===== config.mk =====
export PLATFORM = sky130hd
export DESIGN_NAME = hcb_ctrl
export DESIGN_NICKNAME = d
export VERILOG_FILES = /design/src/rtl/assert_macros.svh /design/src/rtl/hcb_pkg.sv /design/src/rtl/hcb_ctrl.sv
export SDC_FILE = /design/constraint.sdc
export NUM_CORES = 1
export LEC_CHECK = 0
export BUFFER_PORTS_ARGS = -buffer_cell sky130_fd_sc_hd__buf_2
export CORE_MARGIN = 1
export CORE_UTILIZATION = 52
export DETAILED_ROUTE_END_ITERATION = 10
export GPL_TIMING_DRIVEN = 0
export HOLD_SLACK_MARGIN = 0.12
export PLACE_DENSITY = 0.77
export SYNTH_ARGS = -nofsm -noshare
export SYNTH_HDL_FRONTEND = slang
export SYNTH_SLANG_ARGS = --single-unit

===== constraint.sdc =====
create_clock -name clk_i -period 1.7 [get_ports clk_i]
set_input_delay 0.17 -clock clk_i [delete_from_list [all_inputs] [get_ports clk_i]]
set_output_delay 0.17 -clock clk_i [all_outputs]
set_load 0.005 [all_outputs]

===== src/rtl/assert_macros.svh =====
// Assertion helpers shared by the RTL. Every check is clocked on clk_i and
// disabled while rst_ni is low.
`ifndef ASSERT_MACROS_SVH
`define ASSERT_MACROS_SVH

// Check a property at every rising clock edge outside reset.
`define HCB_ASSERT(lbl, prop) \
  lbl: assert property (@(posedge clk_i) disable iff (!rst_ni) (prop)) \
    else $error("assertion failed");

// Check that cause at one edge is followed by effect at the next edge.
`define HCB_ASSERT_NEXT(lbl, cause, effect) \
  lbl: assert property (@(posedge clk_i) disable iff (!rst_ni) (cause) |=> (effect)) \
    else $error("assertion failed");

`endif


===== src/rtl/hcb_pkg.sv =====
package hcb_pkg;

  // Sizes of the code builder
  localparam int SYMBOLS    = 256;
  localparam int COUNT_BITS = 20;
  localparam int CODE_W     = 32;
  localparam int SYM_W      = 8;
  localparam int NODE_AW    = 9;
  localparam int DEPTH_W    = 8;
  localparam int LEN_W      = 6;
  localparam int TOT_W      = 26;
  localparam int PROD_W     = COUNT_BITS + DEPTH_W;

  // Input commands
  localparam logic [2:0] CMD_COUNT  = 3'd0;
  localparam logic [2:0] CMD_BUILD  = 3'd1;
  localparam logic [2:0] CMD_ENCODE = 3'd2;
  localparam logic [2:0] CMD_FLUSH  = 3'd3;
  localparam logic [2:0] CMD_QUERY  = 3'd4;
  localparam logic [2:0] CMD_CLEAR  = 3'd5;

  // Result kinds
  localparam logic [1:0] KIND_REPORT = 2'd0;
  localparam logic [1:0] KIND_BYTE   = 2'd1;
  localparam logic [1:0] KIND_QUERY  = 2'd2;

  // Datapath operations issued by the controller, one per cycle
  typedef enum logic [4:0] {
    OP_IDLE, OP_ACCEPT, OP_COUNT, OP_CLEAR, OP_QUERY, OP_FLUSH, OP_ENC_LOAD,
    OP_ENC_BIT, OP_B_INIT, OP_S_READ, OP_S_SKIP, OP_S_LEAF, OP_INS_READ,
    OP_INS_ADV, OP_INS_OPEN, OP_SH_READ, OP_SH_WRITE, OP_INS_PUT, OP_M_READA,
    OP_M_READB, OP_M_MERGE, OP_Q_EMPTY, OP_W_READ, OP_W_ROOT, OP_W_POP,
    OP_W_NODE, OP_W_LEAF, OP_W_PUSHHI, OP_W_PUSHLO, OP_W_ACC, OP_REPORT
  } op_e;

  // Queue entry: node id, count, leaf flag
  typedef struct packed {
    logic [NODE_AW-1:0]    id;
    logic [COUNT_BITS-1:0] cnt;
    logic                  leaf;
  } qent_t;

  // Tree node
  typedef struct packed {
    logic [COUNT_BITS-1:0] cnt;
    logic [NODE_AW-1:0]    lo;
    logic [NODE_AW-1:0]    hi;
    logic                  leaf;
    logic [SYM_W-1:0]      sym;
  } node_t;

  // Walk stack entry
  typedef struct packed {
    logic [NODE_AW-1:0] node;
    logic [DEPTH_W-1:0] depth;
    logic [CODE_W-1:0]  code;
  } stk_t;

  // Status from datapath to controller
  typedef struct packed {
    logic [2:0] cmd;
    logic       out_free;
    logic       pend_zero;
    logic       pc7;
    logic       enc_done;
    logic       hist_nz;
    logic       sym_last;
    logic       p_lt_tail;
    logic       ins_adv;
    logic       idx_gt_p;
    logic       q_empty;
    logic       q_multi;
    logic       sp_zero;
    logic       node_leaf;
  } stat_t;

endpackage


===== src/rtl/hcb_ctrl.sv =====
module hcb_ctrl import hcb_pkg::*; (
  input  logic  clk_i,
  input  logic  rst_ni,
  input  logic  in_valid_i,
  output logic  in_ready_o,
  input  stat_t stat_i,
  output op_e   op_o
);

  localparam logic [4:0] S_IDLE   = 5'd0;
  localparam logic [4:0] S_DISP   = 5'd1;
  localparam logic [4:0] S_ENC    = 5'd2;
  localparam logic [4:0] S_SRD    = 5'd3;
  localparam logic [4:0] S_SCHK   = 5'd4;
  localparam logic [4:0] S_INSRD  = 5'd5;
  localparam logic [4:0] S_INSCMP = 5'd6;
  localparam logic [4:0] S_SHRD   = 5'd7;
  localparam logic [4:0] S_SHWR   = 5'd8;
  localparam logic [4:0] S_MCHK   = 5'd9;
  localparam logic [4:0] S_MA     = 5'd10;
  localparam logic [4:0] S_MB     = 5'd11;
  localparam logic [4:0] S_WROOT  = 5'd12;
  localparam logic [4:0] S_WPOP   = 5'd13;
  localparam logic [4:0] S_WNODE  = 5'd14;
  localparam logic [4:0] S_WEVAL  = 5'd15;
  localparam logic [4:0] S_WPUSH  = 5'd16;
  localparam logic [4:0] S_WACC   = 5'd17;
  localparam logic [4:0] S_RPT    = 5'd18;

  logic [4:0] state_q, state_d;
  logic       leaf_ph_q, leaf_ph_d;

  assign in_ready_o = (state_q == S_IDLE);

  // Pick the next state and the datapath operation
  always_comb begin
    state_d   = state_q;
    leaf_ph_d = leaf_ph_q;
    op_o      = OP_IDLE;
    case (state_q)
      S_IDLE: begin
        if (in_valid_i) begin
          op_o    = OP_ACCEPT;
          state_d = S_DISP;
        end
      end
      S_DISP: begin
        case (stat_i.cmd)
          CMD_COUNT: begin
            op_o    = OP_COUNT;
            state_d = S_IDLE;
          end
          CMD_CLEAR: begin
            op_o    = OP_CLEAR;
            state_d = S_IDLE;
          end
          CMD_QUERY: begin
            if (stat_i.out_free) begin
              op_o    = OP_QUERY;
              state_d = S_IDLE;
            end
          end
          CMD_FLUSH: begin
            if (stat_i.pend_zero) begin
              state_d = S_IDLE;
            end else if (stat_i.out_free) begin
              op_o    = OP_FLUSH;
              state_d = S_IDLE;
            end
          end
          CMD_ENCODE: begin
            op_o    = OP_ENC_LOAD;
            state_d = S_ENC;
          end
          CMD_BUILD: begin
            op_o      = OP_B_INIT;
            leaf_ph_d = 1'b1;
            state_d   = S_SRD;
          end
          default: state_d = S_IDLE;
        endcase
      end
      S_ENC: begin
        if (stat_i.enc_done) begin
          state_d = S_IDLE;
        end else if (!stat_i.pc7 || stat_i.out_free) begin
          op_o = OP_ENC_BIT;
        end
      end
      S_SRD: begin
        op_o    = OP_S_READ;
        state_d = S_SCHK;
      end
      S_SCHK: begin
        if (stat_i.hist_nz) begin
          op_o    = OP_S_LEAF;
          state_d = S_INSRD;
        end else begin
          op_o    = OP_S_SKIP;
          state_d = stat_i.sym_last ? S_MCHK : S_SRD;
        end
      end
      S_INSRD: begin
        if (stat_i.p_lt_tail) begin
          op_o    = OP_INS_READ;
          state_d = S_INSCMP;
        end else begin
          op_o    = OP_INS_OPEN;
          state_d = S_SHRD;
        end
      end
      S_INSCMP: begin
        if (stat_i.ins_adv) begin
          op_o    = OP_INS_ADV;
          state_d = S_INSRD;
        end else begin
          op_o    = OP_INS_OPEN;
          state_d = S_SHRD;
        end
      end
      S_SHRD: begin
        if (stat_i.idx_gt_p) begin
          op_o    = OP_SH_READ;
          state_d = S_SHWR;
        end else begin
          op_o = OP_INS_PUT;
          if (leaf_ph_q && !stat_i.sym_last) begin
            state_d = S_SRD;
          end else begin
            state_d = S_MCHK;
          end
        end
      end
      S_SHWR: begin
        op_o    = OP_SH_WRITE;
        state_d = S_SHRD;
      end
      S_MCHK: begin
        leaf_ph_d = 1'b0;
        if (stat_i.q_empty) begin
          op_o    = OP_Q_EMPTY;
          state_d = S_RPT;
        end else if (stat_i.q_multi) begin
          op_o    = OP_M_READA;
          state_d = S_MA;
        end else begin
          op_o    = OP_W_READ;
          state_d = S_WROOT;
        end
      end
      S_MA: begin
        op_o    = OP_M_READB;
        state_d = S_MB;
      end
      S_MB: begin
        op_o    = OP_M_MERGE;
        state_d = S_INSRD;
      end
      S_WROOT: begin
        op_o    = OP_W_ROOT;
        state_d = S_WPOP;
      end
      S_WPOP: begin
        if (stat_i.sp_zero) begin
          state_d = S_RPT;
        end else begin
          op_o    = OP_W_POP;
          state_d = S_WNODE;
        end
      end
      S_WNODE: begin
        op_o    = OP_W_NODE;
        state_d = S_WEVAL;
      end
      S_WEVAL: begin
        if (stat_i.node_leaf) begin
          op_o    = OP_W_LEAF;
          state_d = S_WACC;
        end else begin
          op_o    = OP_W_PUSHHI;
          state_d = S_WPUSH;
        end
      end
      S_WPUSH: begin
        op_o    = OP_W_PUSHLO;
        state_d = S_WPOP;
      end
      S_WACC: begin
        op_o    = OP_W_ACC;
        state_d = S_WPOP;
      end
      S_RPT: begin
        if (stat_i.out_free) begin
          op_o    = OP_REPORT;
          state_d = S_IDLE;
        end
      end
      default: state_d = S_IDLE;
    endcase
  end

  // State registers
  always_ff @(posedge clk_i or negedge rst_ni) begin
    if (!rst_ni) begin
      state_q   <= S_IDLE;
      leaf_ph_q <= 1'b0;
    end else begin
      state_q   <= state_d;
      leaf_ph_q <= leaf_ph_d;
    end
  end

endmodule


==> results.yml <==
sta:
  worst_pin_slew_ns: 0.456
  post-route-period-util_pct: 122
  fin_crit_ns: 2.07
  holdWs_ns: 0.288
  rsz0062_at_grt: "true"
  slew_headroom_pct: 69.5
  setup_viol: 10
  clock.fmax_mhz: 482
  hold_violations: 0
  finClkSkew_ns: 0.0118
  slew_viol_final: 0
  fin_ws_ns: -0.373
route:
  via_count: 1680
  wl_per_cell_um: 21.1
  postRouteAntennaNets: 0
  drtIter0Drc: 146
  dr.pass1.iters: 5
  drcViolationCount: 0
  vias_per_cell: 7.21
  wl_um: 4910
yosys:
  synth_edf_count: 0
  yosysUniqueCellTypes: 52
  syn_avg_cell_area_um2: 7.06
  synth_top_cell_area_share_pct: 13.7
  synth_flop_cell: "dfrtp_1"
  yosysWarnings: 0
  synthCells: 155
  synth_nets: 174
  synth_area_leaders: "dfrtp_1, a21oi_1, nor2b_1, nor2_1, o21ai_0"
  yosysSeqAreaShare_pct: 13.7
  async_reset_ff_share_pct: 100
  ys_ff_latch: 6
  synth_area_um2: 1090
  yosysTopAreaCell: "dfrtp_1"
layout:
  area_growth_pct: 49.4
  final_cell_area_um2: 1630
  layout-drive-gt1-share_pct: 45.1
  antenna_cells: 0
  fin_cells: 233
  final_util_pct: 83.3
  n_fill_cell: 122
  nets: 227
grt:
  grt_pass1_vias: 1431
  grt_util_all_layers_pct: 43.8
  grt_max_degree: 11
  grt.overflow.total: 0
  grt_antenna_before_repair: 0
  grt_pass1_wl_um: 6910
worst_setup_path:
  r2r_slack_ns: -0.10
  timing.rr.start: "state_q[0]"
  critPathKind: "flip-flop to primary output"
  arrival_ns: 1.90
  rr_worst_depth: 9
  worst_r2r_endpoint: "state_q[0]"
  crit_fanout: 10
  cp-start-kind: "flip-flop"
  end_kind: "primary output"
  required_ns: 1.53
power_and_ir_drop:
  power_density_nw_per_um2: 1810
  peakVddDrop_uv: 1320
  p_leak_nw: 0.716
  p_total_mw: 2.96
worst_hold_path:
  hold_path.class: "input port to asynchronous set/reset pin"
clocking:
  clock_latency_ns: 0.25
  htreeDepth: 1
  cts-root-buf: "clkbuf_4"
  tritoncts: "yes"
  cts_buffers: 3
  cts_sinks: 6
  cts_max_path_buffers: 2
  clk_pin_slew_ns: 0.05
place:
  io_buffers: 23
  placed_area_um2: 1240
  dp_hpwl_um: 2780
  routabilityCongestion: 0.982
  place_inst: 205
floorplan:
  coreArea_um2: 1960
  io_pins: 25
  rows: 16
  die_h_um: 47.9
  dieArea_um2: 2290
  fp.dieW_um: 47.9
  initial_utilization_pct: 55.7
job:
  maxCapViolCount: 0
status:
  status: "finished with violations"
  failed_checks: "negative setup slack"
what timing repair did:
item,in CTS,in global routing
pin swaps,19,7
hold buffers,1,0
endpoints found under the hold margin,6,0
gates cloned,2,0
gates resized for setup,41,17
setup buffers,22,2
setup endpoints to repair,5,10
report_power, final:
group	switching, mW	internal (mW)
Clock	0.0575	0.0803
Combinational	1.31	1.24
Sequential	0.0674	0.204
synth_stat cells, types with 2 or more instances:
cell type / count
a21oi_1: 13
nor2_1: 13
nand2_1: 10
nor2b_1: 9
o21ai_0: 9
inv_1: 7
nand3_1: 7
buf_4: 6
dfrtp_1: 6
nand4_1: 5
nor3b_1: 5
a22oi_1: 3
buf_2: 3
buf_6: 3
nor3_1: 3
o211ai_1: 3
a2111o_1: 2
a21boi_0: 2
a31oi_1: 2
and2_1: 2
clkbuf_1: 2
nand2b_1: 2
nand3b_1: 2
o21a_1: 2
o22ai_1: 2
o32a_1: 2
o32ai_1: 2
or3_1: 2
or4_1: 2
or4b_1: 2
flip-flops by register name (all words and copies together), names as in the netlist:
register and count:
leaf_ph_q 1, state_q 5
worst max-delay path, cell delays in order, from the launching register on:
cell and delay (ns):
dfrtp_1 0.39, buf_6 0.14, buf_4 0.18, nor4bb_1 0.38
a31oi_1 0.08, a21oi_1 0.23, a2111o_1 0.13, buf_2 0.10
layout make-up:
| class | count | area [µm²] | area share (%) |
|---|---|---|---|
| clock buffers | 3 | 22.5 | 1.38 |
| well taps | 27 | 33.8 | 2.07 |
| plain buffers | 14 | 140 | 8.58 |
| flip-flops and latches | 6 | 153 | 9.34 |
| repair buffers | 48 | 342 | 20.9 |
| inverters | 7 | 26.3 | 1.61 |
| multi-input cells | 128 | 917 | 56.1 |
per-stage QoR:
step / setup TNS (ns) / setup WS (ns)
after detailed placement: -0.250 / -0.0896
after global routing: -2.07 / -0.382
after floorplan: 0 / 0.162
after global placement: -0.185 / -0.0906
after CTS: -1.06 / -0.229
final: -1.81 / -0.373
cell families after synthesis:
kind of cell / after synthesis / share of synthesized area, %
buf+inv: 21 / 11.7
compound gates: 53 / 33.0
flops: 6 / 13.7
xor+xnor: 1 / 0.801
simple gates: 74 / 40.8
worst max-delay path by stage:
| stage | from | slack (ns) | endpoint | depth (start not counted) |
|---|---|---|---|---|
| global placement | state_q[3] | -0.09 | op_o[1] | 7 |
| global route | state_q[3] | -0.38 | op_o[1] | 7 |
| CTS | state_q[0] | -0.23 | op_o[1] | 6 |
| floorplan | state_q[1] | 0.16 | op_o[1] | 5 |
| finish | state_q[1] | -0.37 | op_o[0] | 7 |
| detailed placement | state_q[3] | -0.09 | op_o[1] | 7 |
cell usage in the layout, fill, tap and decap left out, types with 3 or more instances in the layout:
cell type  Yosys  final
nand4_1        5      5
clkbuf_4       0      3
o21ai_1        1      4
a22oi_1        3      3
inv_1          7      5
nor2_1        13     13
o211ai_1       3      3
buf_6          3     18
nor3_1         3      3
o21ai_0        9      5
nor3b_1        5      4
dfrtp_1        6      4
nand2_2        0      3
nand3_1        7      6
a21oi_1       13     11
nand2_1       10      6
buf_2          3     22
buf_4          6     18
nor2b_1        9      6
routing by layer:
layer,vias up,part of all wire [%],global-route usage [%]
li1,687,-,-
met1,764,35,52.1
met2,179,45,70.3
met3,50,14,17.7
met4,0,5.8,16.7
met5,-,0,0
Note: power is estimated with default switching activity, not from simulation.
